**src/hw/rtl/i2cmbe_pkg.sv**
```systemverilog
// Package for the I2C master byte engine: phase and action codes, the result
// record and helpers for the engine, and port widths shared with its checker.
// Depends on nothing.
package i2cmbe_pkg;

  localparam int unsigned BitsPerByte     = 8;
  localparam logic [7:0]  ResetSetupWait  = 8'd3;
  localparam logic [7:0]  ResetPhaseWait  = 8'd5;
  localparam int unsigned CfgAddrWidth    = 3;
  localparam int unsigned CfgDataWidth    = 32;

  // Register index, taken from byte address bit 2.
  typedef enum logic {
    CFG_DATA_SETUP_WAIT = 1'b0,
    CFG_PHASE_WAIT      = 1'b1
  } cfg_idx_t;

  typedef enum logic [2:0] {
    ACT_TICK  = 3'd0,
    ACT_START = 3'd1,
    ACT_STOP  = 3'd2,
    ACT_WRITE = 3'd3,
    ACT_READ  = 3'd4
  } action_t;

  typedef enum logic [3:0] {
    PH_IDLE    = 4'd0,
    PH_START_A = 4'd1,
    PH_START_B = 4'd2,
    PH_STOP_A  = 4'd3,
    PH_STOP_B  = 4'd4,
    PH_STOP_C  = 4'd5,
    PH_WR_LOW  = 4'd6,
    PH_WR_HIGH = 4'd7,
    PH_WR_ACK  = 4'd8,
    PH_RD_HIGH = 4'd9,
    PH_RD_LOW  = 4'd10,
    PH_RD_ACKH = 4'd11,
    PH_RD_ACKL = 4'd12
  } phase_t;

  typedef struct packed {
    logic       scl_level;
    logic       sda_level;
    logic       busy_res;
    logic       done_res;
    logic       nack_seen;
    logic [7:0] read_byte;
    logic       rejected;
  } result_t;

  // A programmed wait of zero still lasts one tick.
  function automatic logic [7:0] load_wait(input logic [7:0] ticks);
    load_wait = (ticks == 8'd0) ? 8'd1 : ticks;
  endfunction

endpackage

```
**src/hw/rtl/i2c_master_byte_engine_unit.sv**
```systemverilog
// I2C master byte engine top level: tick sequencer, configuration registers
// and a two-entry result buffer. Depends on i2cmbe_pkg.
//
// Usage: every input item is one bus timing tick (typically one microsecond).
// The item carries an action (tick only, start, stop, write byte, read byte),
// the byte to write, the ACK choice for reads and the sampled SDA level.
// Each accepted item yields exactly one result item with the SCL/SDA drive
// levels after that tick, busy and done flags, the last acknowledge status,
// the last received byte and a flag for a command refused while busy.
// An accepted item's result is registered in the head entry of the buffer,
// or in the skid entry while the head still waits. Throughput is one item per
// cycle while in_ready is high, set by the sequencer updating at accept.
// A two-entry result buffer sits behind the sequencer, so the block keeps
// taking items while one finished result waits; in_ready drops only when both
// entries are full, and it does not depend on out_ready combinationally.
// The waits data_setup_wait and phase_wait are written through the APB-style
// port at byte addresses 0 and 4; the user writes them only while the block
// is idle, which the block itself does not enforce. Synchronous reset returns
// the sequencer to idle with both lines released, clears flags and the
// received byte, restores the waits to 3 and 5 and empties the result buffer.
module i2c_master_byte_engine_unit (
  input  logic                                 clk,
  input  logic                                 rst_n,
  input  logic                                 in_valid,
  output logic                                 in_ready,
  input  logic [2:0]                           in_action,
  input  logic [7:0]                           in_data_byte,
  input  logic                                 in_send_ack,
  input  logic                                 in_sda_in,
  output logic                                 out_valid,
  input  logic                                 out_ready,
  output logic                                 out_scl_level,
  output logic                                 out_sda_level,
  output logic                                 out_busy_res,
  output logic                                 out_done_res,
  output logic                                 out_nack_seen,
  output logic [7:0]                           out_read_byte,
  output logic                                 out_rejected,
  input  logic                                 psel,
  input  logic                                 penable,
  input  logic                                 pwrite,
  input  logic [i2cmbe_pkg::CfgAddrWidth-1:0]  paddr,
  input  logic [i2cmbe_pkg::CfgDataWidth-1:0]  pwdata,
  output logic [i2cmbe_pkg::CfgDataWidth-1:0]  prdata,
  output logic                                 pready
);

  // Configuration registers.
  logic [7:0] setup_wait_r;
  logic [7:0] phase_wait_r;
  logic       cfg_wr;
  i2cmbe_pkg::cfg_idx_t cfg_idx;

  assign pready  = 1'b1;
  assign cfg_wr  = psel & penable & pwrite;
  assign cfg_idx = i2cmbe_pkg::cfg_idx_t'(paddr[2]);

  always_ff @(posedge clk) begin
    if (!rst_n) begin
      setup_wait_r <= i2cmbe_pkg::ResetSetupWait;
      phase_wait_r <= i2cmbe_pkg::ResetPhaseWait;
    end else if (cfg_wr) begin
      unique case (cfg_idx)
        i2cmbe_pkg::CFG_DATA_SETUP_WAIT: setup_wait_r <= pwdata[7:0];
        i2cmbe_pkg::CFG_PHASE_WAIT:      phase_wait_r <= pwdata[7:0];
        default: ;
      endcase
    end
  end

  always_comb begin
    unique case (cfg_idx)
      i2cmbe_pkg::CFG_DATA_SETUP_WAIT:
        prdata = {{(i2cmbe_pkg::CfgDataWidth-8){1'b0}}, setup_wait_r};
      i2cmbe_pkg::CFG_PHASE_WAIT:
        prdata = {{(i2cmbe_pkg::CfgDataWidth-8){1'b0}}, phase_wait_r};
      default:
        prdata = '0;
    endcase
  end

  // Sequencer state.
  i2cmbe_pkg::phase_t phase_r, phase_nxt;
  logic [3:0] bit_idx_r, bit_idx_nxt;
  logic [7:0] wait_r, wait_nxt;
  logic [7:0] shift_r, shift_nxt;
  logic       scl_r, scl_nxt;
  logic       sda_r, sda_nxt;
  logic       ack_r, ack_nxt;
  logic       nack_r, nack_nxt;
  logic [7:0] rx_r, rx_nxt;
  logic       done;
  logic       rej;

  logic [7:0] wait_dec;
  logic [3:0] bit_inc;
  logic [7:0] setup_ld;
  logic [7:0] phase_ld;
  logic       accept;

  assign accept   = in_valid & in_ready;
  assign wait_dec = (wait_r != 8'd0) ? (wait_r - 8'd1) : 8'd0;
  assign bit_inc  = bit_idx_r + 4'd1;
  assign setup_ld = i2cmbe_pkg::load_wait(setup_wait_r);
  assign phase_ld = i2cmbe_pkg::load_wait(phase_wait_r);

  // One tick of the sequencer: either launch a command from idle, or count
  // down the current phase and step to the next one when the count expires.
  always_comb begin
    phase_nxt   = phase_r;
    bit_idx_nxt = bit_idx_r;
    wait_nxt    = wait_r;
    shift_nxt   = shift_r;
    scl_nxt     = scl_r;
    sda_nxt     = sda_r;
    ack_nxt     = ack_r;
    nack_nxt    = nack_r;
    rx_nxt      = rx_r;
    done        = 1'b0;
    rej         = 1'b0;

    if (phase_r == i2cmbe_pkg::PH_IDLE) begin
      unique case (in_action)
        i2cmbe_pkg::ACT_START: begin
          sda_nxt   = 1'b1;
          scl_nxt   = 1'b1;
          phase_nxt = i2cmbe_pkg::PH_START_A;
          wait_nxt  = phase_ld;
        end
        i2cmbe_pkg::ACT_STOP: begin
          sda_nxt   = 1'b0;
          scl_nxt   = 1'b0;
          phase_nxt = i2cmbe_pkg::PH_STOP_A;
          wait_nxt  = phase_ld;
        end
        i2cmbe_pkg::ACT_WRITE: begin
          shift_nxt   = in_data_byte;
          bit_idx_nxt = 4'd0;
          scl_nxt     = 1'b0;
          sda_nxt     = in_data_byte[7];
          phase_nxt   = i2cmbe_pkg::PH_WR_LOW;
          wait_nxt    = setup_ld;
        end
        i2cmbe_pkg::ACT_READ: begin
          shift_nxt   = 8'd0;
          bit_idx_nxt = 4'd0;
          ack_nxt     = in_send_ack;
          scl_nxt     = 1'b1;
          sda_nxt     = 1'b1;
          phase_nxt   = i2cmbe_pkg::PH_RD_HIGH;
          wait_nxt    = phase_ld;
        end
        default: ;  // tick only and unused codes
      endcase
    end else begin
      rej      = (in_action >= i2cmbe_pkg::ACT_START) && (in_action <= i2cmbe_pkg::ACT_READ);
      wait_nxt = wait_dec;
      if (wait_dec == 8'd0) begin
        unique case (phase_r)
          i2cmbe_pkg::PH_START_A: begin
            sda_nxt   = 1'b0;
            phase_nxt = i2cmbe_pkg::PH_START_B;
            wait_nxt  = phase_ld;
          end
          i2cmbe_pkg::PH_START_B: begin
            scl_nxt   = 1'b0;
            phase_nxt = i2cmbe_pkg::PH_IDLE;
            done      = 1'b1;
          end
          i2cmbe_pkg::PH_STOP_A: begin
            scl_nxt   = 1'b1;
            phase_nxt = i2cmbe_pkg::PH_STOP_B;
            wait_nxt  = phase_ld;
          end
          i2cmbe_pkg::PH_STOP_B: begin
            sda_nxt   = 1'b1;
            phase_nxt = i2cmbe_pkg::PH_STOP_C;
            wait_nxt  = phase_ld;
          end
          i2cmbe_pkg::PH_STOP_C: begin
            phase_nxt = i2cmbe_pkg::PH_IDLE;
            done      = 1'b1;
          end
          i2cmbe_pkg::PH_WR_LOW: begin
            scl_nxt   = 1'b1;
            phase_nxt = i2cmbe_pkg::PH_WR_HIGH;
            wait_nxt  = phase_ld;
          end
          i2cmbe_pkg::PH_WR_HIGH: begin
            shift_nxt   = {shift_r[6:0], 1'b0};
            bit_idx_nxt = bit_inc;
            if (bit_inc < 4'(i2cmbe_pkg::BitsPerByte)) begin
              scl_nxt   = 1'b0;
              sda_nxt   = shift_r[6];
              phase_nxt = i2cmbe_pkg::PH_WR_LOW;
              wait_nxt  = setup_ld;
            end else begin
              sda_nxt   = 1'b1;
              scl_nxt   = 1'b1;
              phase_nxt = i2cmbe_pkg::PH_WR_ACK;
              wait_nxt  = phase_ld;
            end
          end
          i2cmbe_pkg::PH_WR_ACK: begin
            nack_nxt  = in_sda_in;
            scl_nxt   = 1'b0;
            phase_nxt = i2cmbe_pkg::PH_IDLE;
            done      = 1'b1;
          end
          i2cmbe_pkg::PH_RD_HIGH: begin
            shift_nxt   = {shift_r[6:0], in_sda_in};
            bit_idx_nxt = bit_inc;
            scl_nxt     = 1'b0;
            phase_nxt   = i2cmbe_pkg::PH_RD_LOW;
            wait_nxt    = phase_ld;
          end
          i2cmbe_pkg::PH_RD_LOW: begin
            scl_nxt  = 1'b1;
            wait_nxt = phase_ld;
            if (bit_idx_r < 4'(i2cmbe_pkg::BitsPerByte)) begin
              phase_nxt = i2cmbe_pkg::PH_RD_HIGH;
            end else begin
              sda_nxt   = ~ack_r;
              phase_nxt = i2cmbe_pkg::PH_RD_ACKH;
            end
          end
          i2cmbe_pkg::PH_RD_ACKH: begin
            scl_nxt   = 1'b0;
            phase_nxt = i2cmbe_pkg::PH_RD_ACKL;
            wait_nxt  = phase_ld;
          end
          i2cmbe_pkg::PH_RD_ACKL: begin
            sda_nxt   = 1'b1;
            rx_nxt    = shift_r;
            phase_nxt = i2cmbe_pkg::PH_IDLE;
            done      = 1'b1;
          end
          default: begin
            phase_nxt = i2cmbe_pkg::PH_IDLE;
            wait_nxt  = 8'd0;
          end
        endcase
        if (phase_nxt == i2cmbe_pkg::PH_IDLE) begin
          wait_nxt = 8'd0;
        end
      end
    end
  end

  always_ff @(posedge clk) begin
    if (!rst_n) begin
      phase_r   <= i2cmbe_pkg::PH_IDLE;
      bit_idx_r <= 4'd0;
      wait_r    <= 8'd0;
      shift_r   <= 8'd0;
      scl_r     <= 1'b1;
      sda_r     <= 1'b1;
      ack_r     <= 1'b0;
      nack_r    <= 1'b0;
      rx_r      <= 8'd0;
    end else if (accept) begin
      phase_r   <= phase_nxt;
      bit_idx_r <= bit_idx_nxt;
      wait_r    <= wait_nxt;
      shift_r   <= shift_nxt;
      scl_r     <= scl_nxt;
      sda_r     <= sda_nxt;
      ack_r     <= ack_nxt;
      nack_r    <= nack_nxt;
      rx_r      <= rx_nxt;
    end
  end

  // Result of this tick, levels after the tick.
  i2cmbe_pkg::result_t res;

  always_comb begin
    res.scl_level = scl_nxt;
    res.sda_level = sda_nxt;
    res.busy_res  = (phase_nxt != i2cmbe_pkg::PH_IDLE);
    res.done_res  = done;
    res.nack_seen = nack_nxt;
    res.read_byte = rx_nxt;
    res.rejected  = rej;
  end

  // Two-entry result buffer: head register feeding the port, skid entry behind.
  i2cmbe_pkg::result_t head_r;
  i2cmbe_pkg::result_t skid_r;
  logic                head_vld_r;
  logic                skid_vld_r;
  logic                pop;

  assign in_ready = ~skid_vld_r;
  assign pop      = head_vld_r & out_ready;

  always_ff @(posedge clk) begin
    if (!rst_n) begin
      head_vld_r <= 1'b0;
      skid_vld_r <= 1'b0;
    end else if (skid_vld_r) begin
      if (pop) begin
        skid_vld_r <= 1'b0;
      end
    end else if (accept) begin
      if (head_vld_r && !pop) begin
        skid_vld_r <= 1'b1;
      end else begin
        head_vld_r <= 1'b1;
      end
    end else if (pop) begin
      head_vld_r <= 1'b0;
    end
  end

  always_ff @(posedge clk) begin
    if (skid_vld_r) begin
      if (pop) begin
        head_r <= skid_r;
      end
    end else if (accept) begin
      if (head_vld_r && !pop) begin
        skid_r <= res;
      end else begin
        head_r <= res;
      end
    end
  end

  assign out_valid     = head_vld_r;
  assign out_scl_level = head_r.scl_level;
  assign out_sda_level = head_r.sda_level;
  assign out_busy_res  = head_r.busy_res;
  assign out_done_res  = head_r.done_res;
  assign out_nack_seen = head_r.nack_seen;
  assign out_read_byte = head_r.read_byte;
  assign out_rejected  = head_r.rejected;

endmodule

```
**config.mk**
```make
export PLATFORM = sky130hd
export DESIGN_NAME = i2c_master_byte_engine_unit
export DESIGN_NICKNAME = d
export VERILOG_FILES = /design/src/hw/rtl/i2cmbe_pkg.sv /design/src/hw/rtl/i2c_master_byte_engine_unit.sv
export SDC_FILE = /design/constraint.sdc
export NUM_CORES = 1
export LEC_CHECK = 0
export BUFFER_PORTS_ARGS = -buffer_cell sky130_fd_sc_hd__buf_2
export CAP_MARGIN = 30
export CELL_PAD_IN_SITES_DETAIL_PLACEMENT = 1
export CELL_PAD_IN_SITES_GLOBAL_PLACEMENT = 2
export CORE_ASPECT_RATIO = 2
export CORE_MARGIN = 3
export CORE_UTILIZATION = 30
export DETAILED_ROUTE_END_ITERATION = 10
export HOLD_SLACK_MARGIN = 0.15
export PLACE_DENSITY = 0.78
export REMOVE_ABC_BUFFERS = 1
export SYNTH_ARGS = -nofsm -noshare
export SYNTH_HDL_FRONTEND = slang
export SYNTH_SLANG_ARGS = --single-unit
```
**constraint.sdc**
```tcl
create_clock -name clk -period 2.2 [get_ports clk]
set_input_delay 0.22 -clock clk [delete_from_list [all_inputs] [get_ports clk]]
set_output_delay 0.22 -clock clk [all_outputs]
set_load 0.01 [all_outputs]
```
==> metrics.txt, run 1 <==
placed instance area=0.005485 mm²; Hold Path Class=in -> reg; GRT met1 Usage=0.1559; Starting Density=0.3083; Crit Path Max Fanout=8; sequential fraction of the synthesis area=0.4055; Critical path buffers and inverters=0; failing checks=negative setup slack; first-pass GRT wire length=23030 µm; reg2reg start=wait_r[2]; Inserted Clock Buffers=9; Post-synth ARST share=0; fin nets=675; min cycle time layout=2.391 ns; crit path launch type=flip-flop; Reg clk slew, reported paths=0.06 ns; syn_area_per_cell=9.221 µm²; max-slew violation count=0; final setup violation count=21; 1st-iter DRT viols=121; post-synth cell types=65; Die ar.=0.01743 mm²; max_cap viols=0; count of final hold-check violations=0; Final Non-Filler Cells=820; IO Port Bufs=52; Hold Crit Depth=4; critical path required time=2.29 ns; CTS sink cnt=82; LEAKAGE=2.532 nW; initial antenna violation count=0; Core ar.=0.01537 mm²; setup ws final=-0.1906 ns; CP delay by family, top=simple AND/OR/NAND/NOR gates; io pins=104; synthesized instance count=514; synthesis-stage register bit count=82; drt via density=5.111; R2R cell count=6; Routed WL=14180 µm; post-layout util=0.3965; Hold WS=0.1668 ns; CP Capture Type=flip-flop; Critical R2R Capture=out_read_byte[4]; P&R area growth vs syn=28.62%; die height=183.8 µm; htree depth=3; Final Power=6.351 mW; Final Cell Area=0.006096 mm²; total number of vias=4191; FF-to-FF setup slack=-0.19 ns; hold path startpoint=out_ready; DP Worst Slack=-0.2751 ns; Data arrival, critical path=2.48 ns; setup TNS=-2.311 ns; max_slew headroom=0.5512; Post-Syn Area=0.004740 mm²; met2 usage=0.3436; Peak Freq=418.3 MHz; # placed instances=787; Final Wtd Congestion=0.8449; Worst path slowest cell=or4_4; pwr dens=1042 mW/mm²; crit path cell chain=or4_4, nor3b_4, o21bai_4, nand4_4, mux2_4, mux2_4; DP HPWL=11080 µm; Ys Warns=0; outcome=finished with violations; Routed WL per cell=17.30 µm; Clock Tree Buf Depth=2; Hold Path End=skid_vld_r; Top cell by count, worst path=mux2_4; DR pass1 iterations=4; Antenna diodes=0; clk_lat worst skew=0.35 ns; GRT Util Overall=0.1704; met3 GRT Util=0.02417; Post-synth EDFFs=28; Max IR drop VDD=464.9 µV; final period utilization=1.087; top_reg_cell synth=dfxtp_1; Final ANT Viol Nets=0; row count=64; Setup Skew=0.01405 ns; Crit Path Class=reg -> reg; vias in the first global route=4618; largest net degree at the start of global routing=32; slowest cell delay on critical path=0.57 ns; layout cells sized above 1=0.3167; Remaining DRCs=0; busiest grt layer=met2; CTS Root Cell=clkbuf_16; width of the die=94.88 µm; GRT overflow=0; Tightest Pin Transition=0.6718 ns; RSZ-0062 raised after global routing=true; clock tree from TritonCTS=yes
synth_stat cells, drive strengths merged (7+ instances only):
cell | n | area share
clkbuf | 27 | 0.021
nand3 | 19 | 0.020
a21boi | 13 | 0.021
dfxtp | 54 | 0.23
nor2 | 22 | 0.017
nand2 | 91 | 0.073
mux2 | 27 | 0.065
buf | 27 | 0.043
o21ai | 18 | 0.019
mux2i | 27 | 0.057
edfxtp | 28 | 0.18
a21oi | 18 | 0.019
nor3 | 8 | 0.0084
a22o | 7 | 0.013
a22oi | 9 | 0.014
inv | 9 | 0.0071
nor2b | 10 | 0.013
worst max path at each step:
stage,start,cells past startpoint,to
global placement,wait_r[0],8,out_read_byte[4]
floorplan,wait_r[2],6,out_read_byte[7]
global route,wait_r[5],8,out_read_byte[2]
detailed placement,wait_r[0],8,out_read_byte[4]
finish,wait_r[2],6,out_read_byte[4]
CTS,wait_r[1],7,out_read_byte[4]
power by group:
part,switching [mW],internal (mW),total [mW]
Sequential,0.156,1.77,1.93
Combinational,1.58,1.39,2.97
Clock,0.614,0.837,1.45
Total,2.35,4.00,6.35
flip-flops by register name, indices dropped and copies added (netlist names), 4 cells and up:
| register | cells |
|---|---|
| wait_r | 8 |
| bit_idx_r | 4 |
| rx_r | 8 |
| phase_wait_r | 8 |
| setup_wait_r | 8 |
| shift_r | 8 |
| phase_r | 4 |
| out_read_byte | 8 |
| skid_r | 14 |
metal layers:
layer / vias to the layer above / part of all wire
met5: - / 0
met4: 0 / 0.041
met3: 27 / 0.033
met2: 103 / 0.58
met1: 2029 / 0.34
li1: 2032 / -
placed cells by master (no fill, tap or decap), drive strengths merged, types with 3 or more instances in the layout:
cell,instances
nand4,6
a22o,7
o211a,3
o31ai,3
nand2,91
a22oi,9
a21oi,18
ha,3
a31oi,3
or4,3
clkbuf,11
and2,3
nand3,19
inv,10
mux2,27
dlygate4sd3,10
or2,3
nor2b,10
nor2,22
clkinv,4
o221ai,4
o22ai,3
nand2b,6
o211ai,6
o21ai,18
buf,113
edfxtp,28
nor3,8
a21boi,13
nor3b,3
mux2i,27
nor4,3
xnor2,4
o221a,6
dfxtp,54
xor2,3
o2111a,3
conb,25
a211oi,6
cell families (layout without fill, tap and decap cells):
family,Yosys count,count (layout),synth area share
AND/OR/NAND/NOR,189,189,0.1985
AO/OA/AOI/OAI,114,114,0.1803
flip-flops,82,82,0.4055
buffers and inverters,63,148,0.07128
multiplexers,54,54,0.1220
XOR/XNOR,7,7,0.01294
adder cells (fa/ha/maj),3,3,0.007921
other,2,25,0.001585
layout make-up:
class	instances	area, µm²
inverters	9	33.78
fillers	1832	9279
well taps	198	247.7
multi-input cells	392	2716
flip-flops and latches	82	1924
clock buffers	11	254.0
clock inverters	5	36.28
repair buffers	123	883.3
worst reg2reg max path, stage by stage, from the launching register on:
cell and delay, ns:
dfxtp_1 0.32, or4_4 0.57, nor3b_4 0.21, o21bai_4 0.18, nand4_4 0.22, mux2_4 0.37, mux2_4 0.26
what timing repair did:
| action | 4_1_cts | 5_1_grt |
|---|---|---|
| resized for setup | 27 | 12 |
| setup endpoints to repair | 59 | 59 |
| hold buffers | 10 | 0 |
| hold endpoints to repair | 17 | 0 |
| pin swaps | 9 | 8 |
| buffers inserted | 4 | 3 |
No activity file was read; power rests on OpenSTA's default activity.
==> run 2, diff against run 1 <==
--- a/config.mk
+++ b/config.mk
@@ -19,3 +19,4 @@
 export SYNTH_ARGS = -nofsm -noshare
 export SYNTH_HDL_FRONTEND = slang
 export SYNTH_SLANG_ARGS = --single-unit
+export TNS_END_PERCENT = 5
==> run 2 against run 1 <==
Net effect:
- the run still ends with negative setup slack left
- critical path type unchanged
- critical endpoint unchanged
- register-to-register slack is essentially flat
- hold slack is essentially flat
- combinational power shrank 2%
==> metrics.txt, run 2 (synthesis results as in run 1) <==
FF-to-FF setup slack=-0.19 ns; total number of vias=4197; CTS sink cnt=82; Setup crit start=wait_r[2]; Remaining DRCs=0; Routed WL per cell=17.26 µm; GRT Util Overall=0.1703; max_cap viols=0; DP Worst Slack=-0.2751 ns; Final Wtd Congestion=0.8449; area of the multi-input gates=0.002705 mm²; row count=64; Clock Tree Buf Depth=2; clk_lat worst skew=0.35 ns; Sw Share=0.3691; vias in the first global route=4612; failing checks=negative setup slack; Int Power=3.966 mW; pwr dens=1036 mW/mm²; Top reg by flops=skid_r; outcome=finished with violations; GRT overflow=0; htree depth=3; final period utilization=1.087; Antenna diodes=0; crit path launch type=flip-flop; clock network power share=0.231; Psw=2.320 mW; largest net degree at the start of global routing=32; Max IR drop VDD=460.1 µV; commonest non-fill, non-tap cell in the layout=nand2_1; Final ANT Viol Nets=0; Hold WS=0.1667 ns; clock tree from TritonCTS=yes; Tightest Pin Transition=0.6647 ns; initial antenna violation count=0; RSZ-0062 raised after global routing=true; first-pass GRT wire length=23010 µm; drt via density=5.131; 1st-iter DRT viols=150; max-slew violation count=0; Reg clk slew, reported paths=0.06 ns; layout cells sized above 1=0.3161; setup TNS=-2.186 ns; reg2reg start=wait_r[2]; filler instances=1832; Core ar.=0.01537 mm²; Setup Skew=0.01374 ns; DP HPWL=11080 µm; Starting Density=0.3083; max reg flops=14; IO Port Bufs=52; width of the die=94.88 µm; Crit Path Max Fanout=8; Data arrival, critical path=2.49 ns; fin nets=673; Die ar.=0.01743 mm²; setup ws final=-0.1924 ns; Sequential Power Share=0.307; LEAKAGE=2.516 nW; CTS Root Cell=clkbuf_16; Inserted Clock Buffers=9; DR pass1 iterations=5; Seq. cell area=0.001927 mm²; die height=183.8 µm; io pins=104; post-layout util=0.3947; Routed WL=14120 µm; Crit Path Class=reg -> reg; max_slew headroom=0.5559; final setup violation count=21; R2R cell count=6; CP Capture Type=flip-flop; P&R area growth vs syn=28.04%; Hold Path Class=in -> reg; min cycle time layout=2.392 ns; count of final hold-check violations=0; critical path required time=2.29 ns; combinational share of power=0.461; Critical Path End=out_read_byte[4]; most frequent cells in the layout=nand2_1 (87), buf_2 (52), buf_4 (52); Critical R2R Capture=out_read_byte[4]; Peak Freq=418.0 MHz
[run 2: cell types whose count changed in the layout (fill, tap and decap cells not counted), moves of 2 or more]
| cell | change |
|---|---|
| mux2_4 | -2 |
| dfxtp_2 | +2 |
| dfxtp_1 | -2 |
| mux2_2 | +2 |
[run 2: per-layer routing]
metal  track usage  wire (µm)
met1        0.1562       4849
met5             0          0
met4       0.08849        611
met3       0.02417        453
met2        0.3430       8206
[run 2: timing repair]
action | in CTS | in global routing
endpoints found under the setup margin | 59 | 59
resized for setup | 24 | 13
buffers inserted | 4 | 1
hold buffers | 10 | 0
hold endpoints to repair | 17 | 0
pin swaps | 8 | 7
[run 2: per-stage QoR]
stage	total power [mW]	cell area [µm²]	instances
after global placement	4.475	5485	787
after CTS	6.270	5996	817
final	6.287	6068	818
after detailed placement	4.543	5485	787
after floorplan	3.402	4522	483
after global routing	6.712	6068	818
[run 2: worst min-delay path by stage]
stage,startpoint,cells after the start,endpoint
after global routing,in_valid,3,skid_vld_r
after global placement,pwdata[0],3,phase_wait_r[0]
after CTS,out_ready,4,skid_vld_r
final,out_ready,4,skid_vld_r
after floorplan,rst_n,1,phase_wait_r[0]
after detailed placement,pwdata[0],3,phase_wait_r[0]
[run 2: power groups by stage]
| stage | clock [mW] | sequential (mW) | combinational (mW) |
|---|---|---|---|
| 2_1_floorplan | 0 | 2.00 | 1.40 |
| 3_3_place_gp | 0 | 1.94 | 2.53 |
| 3_5_place_dp | 0 | 1.95 | 2.59 |
| 4_1_cts | 1.51 | 1.93 | 2.83 |
| 5_1_grt | 1.56 | 1.95 | 3.20 |
| 6_report | 1.45 | 1.93 | 2.90 |
[run 2: cell type report]
cell class                      instances  area share
Inverter                                9    0.005567
Tap cell                              198     0.04082
Clock buffer                           11     0.04186
Sequential cell                        82      0.3175
Multi-Input combinational cell        392      0.4458
Timing Repair Buffer                  121      0.1425
Clock inverter                          5    0.005979
[run 2: worst max-delay path, cell delays in order, from the launching register on]
cell	delay [ns]
dfxtp_2	0.33
or4_4	0.56
nor3b_4	0.22
o21bai_4	0.18
nand4_4	0.22
mux2_4	0.36
mux2_4	0.26
==> run 3, diff against run 2 <==
--- a/config.mk
+++ b/config.mk
@@ -12,6 +12,7 @@
 export CORE_ASPECT_RATIO = 2
 export CORE_MARGIN = 3
 export CORE_UTILIZATION = 30
+export CTS_BUF_LIST = sky130_fd_sc_hd__clkbuf_16
 export DETAILED_ROUTE_END_ITERATION = 10
 export HOLD_SLACK_MARGIN = 0.15
 export PLACE_DENSITY = 0.78
==> run 3 against run 2 <==
Net effect:
- the run still ends with negative setup slack left
- first-iteration DRC count did not move
- sequential share of layout area unchanged
- register-to-register slack is essentially flat
- setup slack hardly changed
- critical path type unchanged
- cell area unchanged
- clock skew is essentially flat
- largest cell class unchanged
- sequential cell count unchanged
- non-clock buffer count stayed put
==> metrics.txt, run 3 (synthesis results as in run 1) <==
Routed WL=14120 µm; Data arrival, critical path=2.49 ns; Hold Crit Depth=4; initial antenna violation count=0; commonest non-fill, non-tap cell in the layout=nand2_1; Final ANT Viol Nets=0; Crit Path Max Fanout=8; htree depth=3; P&R area growth vs syn=28.04%; # placed instances=787; CTS Root Cell=clkbuf_16; Setup Skew=0.01377 ns; Crit Path Class=reg -> reg; DP Worst Slack=-0.2751 ns; Antenna diodes=0; Reg clk slew, reported paths=0.06 ns; outcome=finished with violations; Die ar.=0.01743 mm²; Remaining DRCs=0; max_cap viols=0; hold path startpoint=out_ready; max reg flops=14; layout cells sized above 1=0.3161; Hold Path Class=in -> reg; max_slew headroom=0.5560; DR pass1 iterations=4; count of final hold-check violations=0; Inserted Clock Buffers=9; GRT overflow=0; pwr dens=1035 mW/mm²; most frequent cells in the layout=nand2_1 (87), buf_2 (52), buf_4 (52); Max IR drop VDD=460.0 µV; reg2reg start=wait_r[2]; Clock Tree Buf Depth=2; total number of vias=4198; critical path required time=2.29 ns; Tightest Pin Transition=0.6647 ns; Routed WL per cell=17.26 µm; row count=64; clock tree from TritonCTS=yes; failing checks=negative setup slack; Peak Freq=418.1 MHz; Final Wtd Congestion=0.8449; fin nets=673; GRT Util Overall=0.1703; width of the die=94.88 µm; final period utilization=1.087; die height=183.8 µm; CTS sink cnt=82; Final Non-Filler Cells=818; drt via density=5.132; max-slew violation count=0; final setup violation count=21; io pins=104; vias in the first global route=4612; crit path launch type=flip-flop; FF-to-FF setup slack=-0.19 ns; R2R cell count=6; RSZ-0062 raised after global routing=true; CP Capture Type=flip-flop; Critical R2R Capture=out_read_byte[4]; Top reg by flops=skid_r; clk_lat worst skew=0.35 ns; setup ws final=-0.1921 ns; min cycle time layout=2.392 ns; first-pass GRT wire length=23010 µm; DP HPWL=11080 µm; Starting Density=0.3083; Core ar.=0.01537 mm²; LEAKAGE=2.520 nW; 1st-iter DRT viols=150; Final Power=6.282 mW; Hold Path End=skid_vld_r; IO Port Bufs=52; largest net degree at the start of global routing=32
-- run 3: changes by cell type in the layout (fill, tap and decap cells not counted) --
cell	delta
clkbuf_1	-1
inv_1	+1
-- run 3: per-layer routing --
layer	part of all wire	track usage	up-vias
li1	-	-	2028
met1	0.34	0.1562	2038
met2	0.58	0.3430	102
met3	0.032	0.02417	30
met4	0.043	0.08849	0
met5	0	0	-
-- run 3: per-stage QoR --
step | utilization | setup TNS [ns] | hold slack (ns) | cell area [µm²]
finish | 0.3947 | -2.190 | 0.1667 | 6068
global route | 0.3947 | -5.689 | 0.1801 | 6068
CTS | 0.3900 | -2.844 | 0.1541 | 5996
detailed placement | 0.3568 | -6.041 | 0.4522 | 5485
global placement | 0.3568 | -3.774 | 0.4406 | 5485
floorplan | - | -2.326 | 0.2918 | 4522
-- run 3: critical path, cell delays in order (launching register included) --
cell and delay [ns]:
dfxtp_2 0.33, or4_4 0.56, nor3b_4 0.22, o21bai_4 0.18, nand4_4 0.22, mux2_4 0.36
mux2_4 0.26
-- run 3: worst max-delay path by stage --
stage                     cells past startpoint          endpoint  slack (ns)  startpoint
after global placement                        8  out_read_byte[4]       -0.22   wait_r[0]
after CTS                                     7  out_read_byte[4]       -0.23   wait_r[1]
after global routing                          6  out_read_byte[2]       -0.27   wait_r[2]
after detailed placement                      8  out_read_byte[4]       -0.28   wait_r[0]
final                                         6  out_read_byte[4]       -0.19   wait_r[2]
after floorplan                               6  out_read_byte[7]       -0.21   wait_r[2]
-- run 3: timing repair --
item / CTS / global route
resized for setup: 24 / 13
endpoints found under the hold margin: 17 / 0
hold buffers: 10 / 0
buffers inserted: 4 / 1
setup endpoints to repair: 59 / 59
pin swaps: 8 / 7
-- run 3: cell type report --
type | instances | area, µm²
tap | 198 | 247.7
inverter | 9 | 33.78
clock buffer | 10 | 250.2
timing repair buffer | 121 | 864.6
clock inverter | 6 | 40.04
multi-input combinational | 392 | 2705
fill | 1832 | 9306
sequential | 82 | 1927
-- run 3: report_power, final --
| group | leakage [nW] | internal, mW | switching [mW] | total, mW |
|---|---|---|---|---|
| sequential | 0.715 | 1.78 | 0.158 | 1.93 |
| combinational | 1.66 | 1.35 | 1.55 | 2.90 |
| clock | 0.149 | 0.833 | 0.616 | 1.45 |
| total | 2.52 | 3.96 | 2.32 | 6.28 |
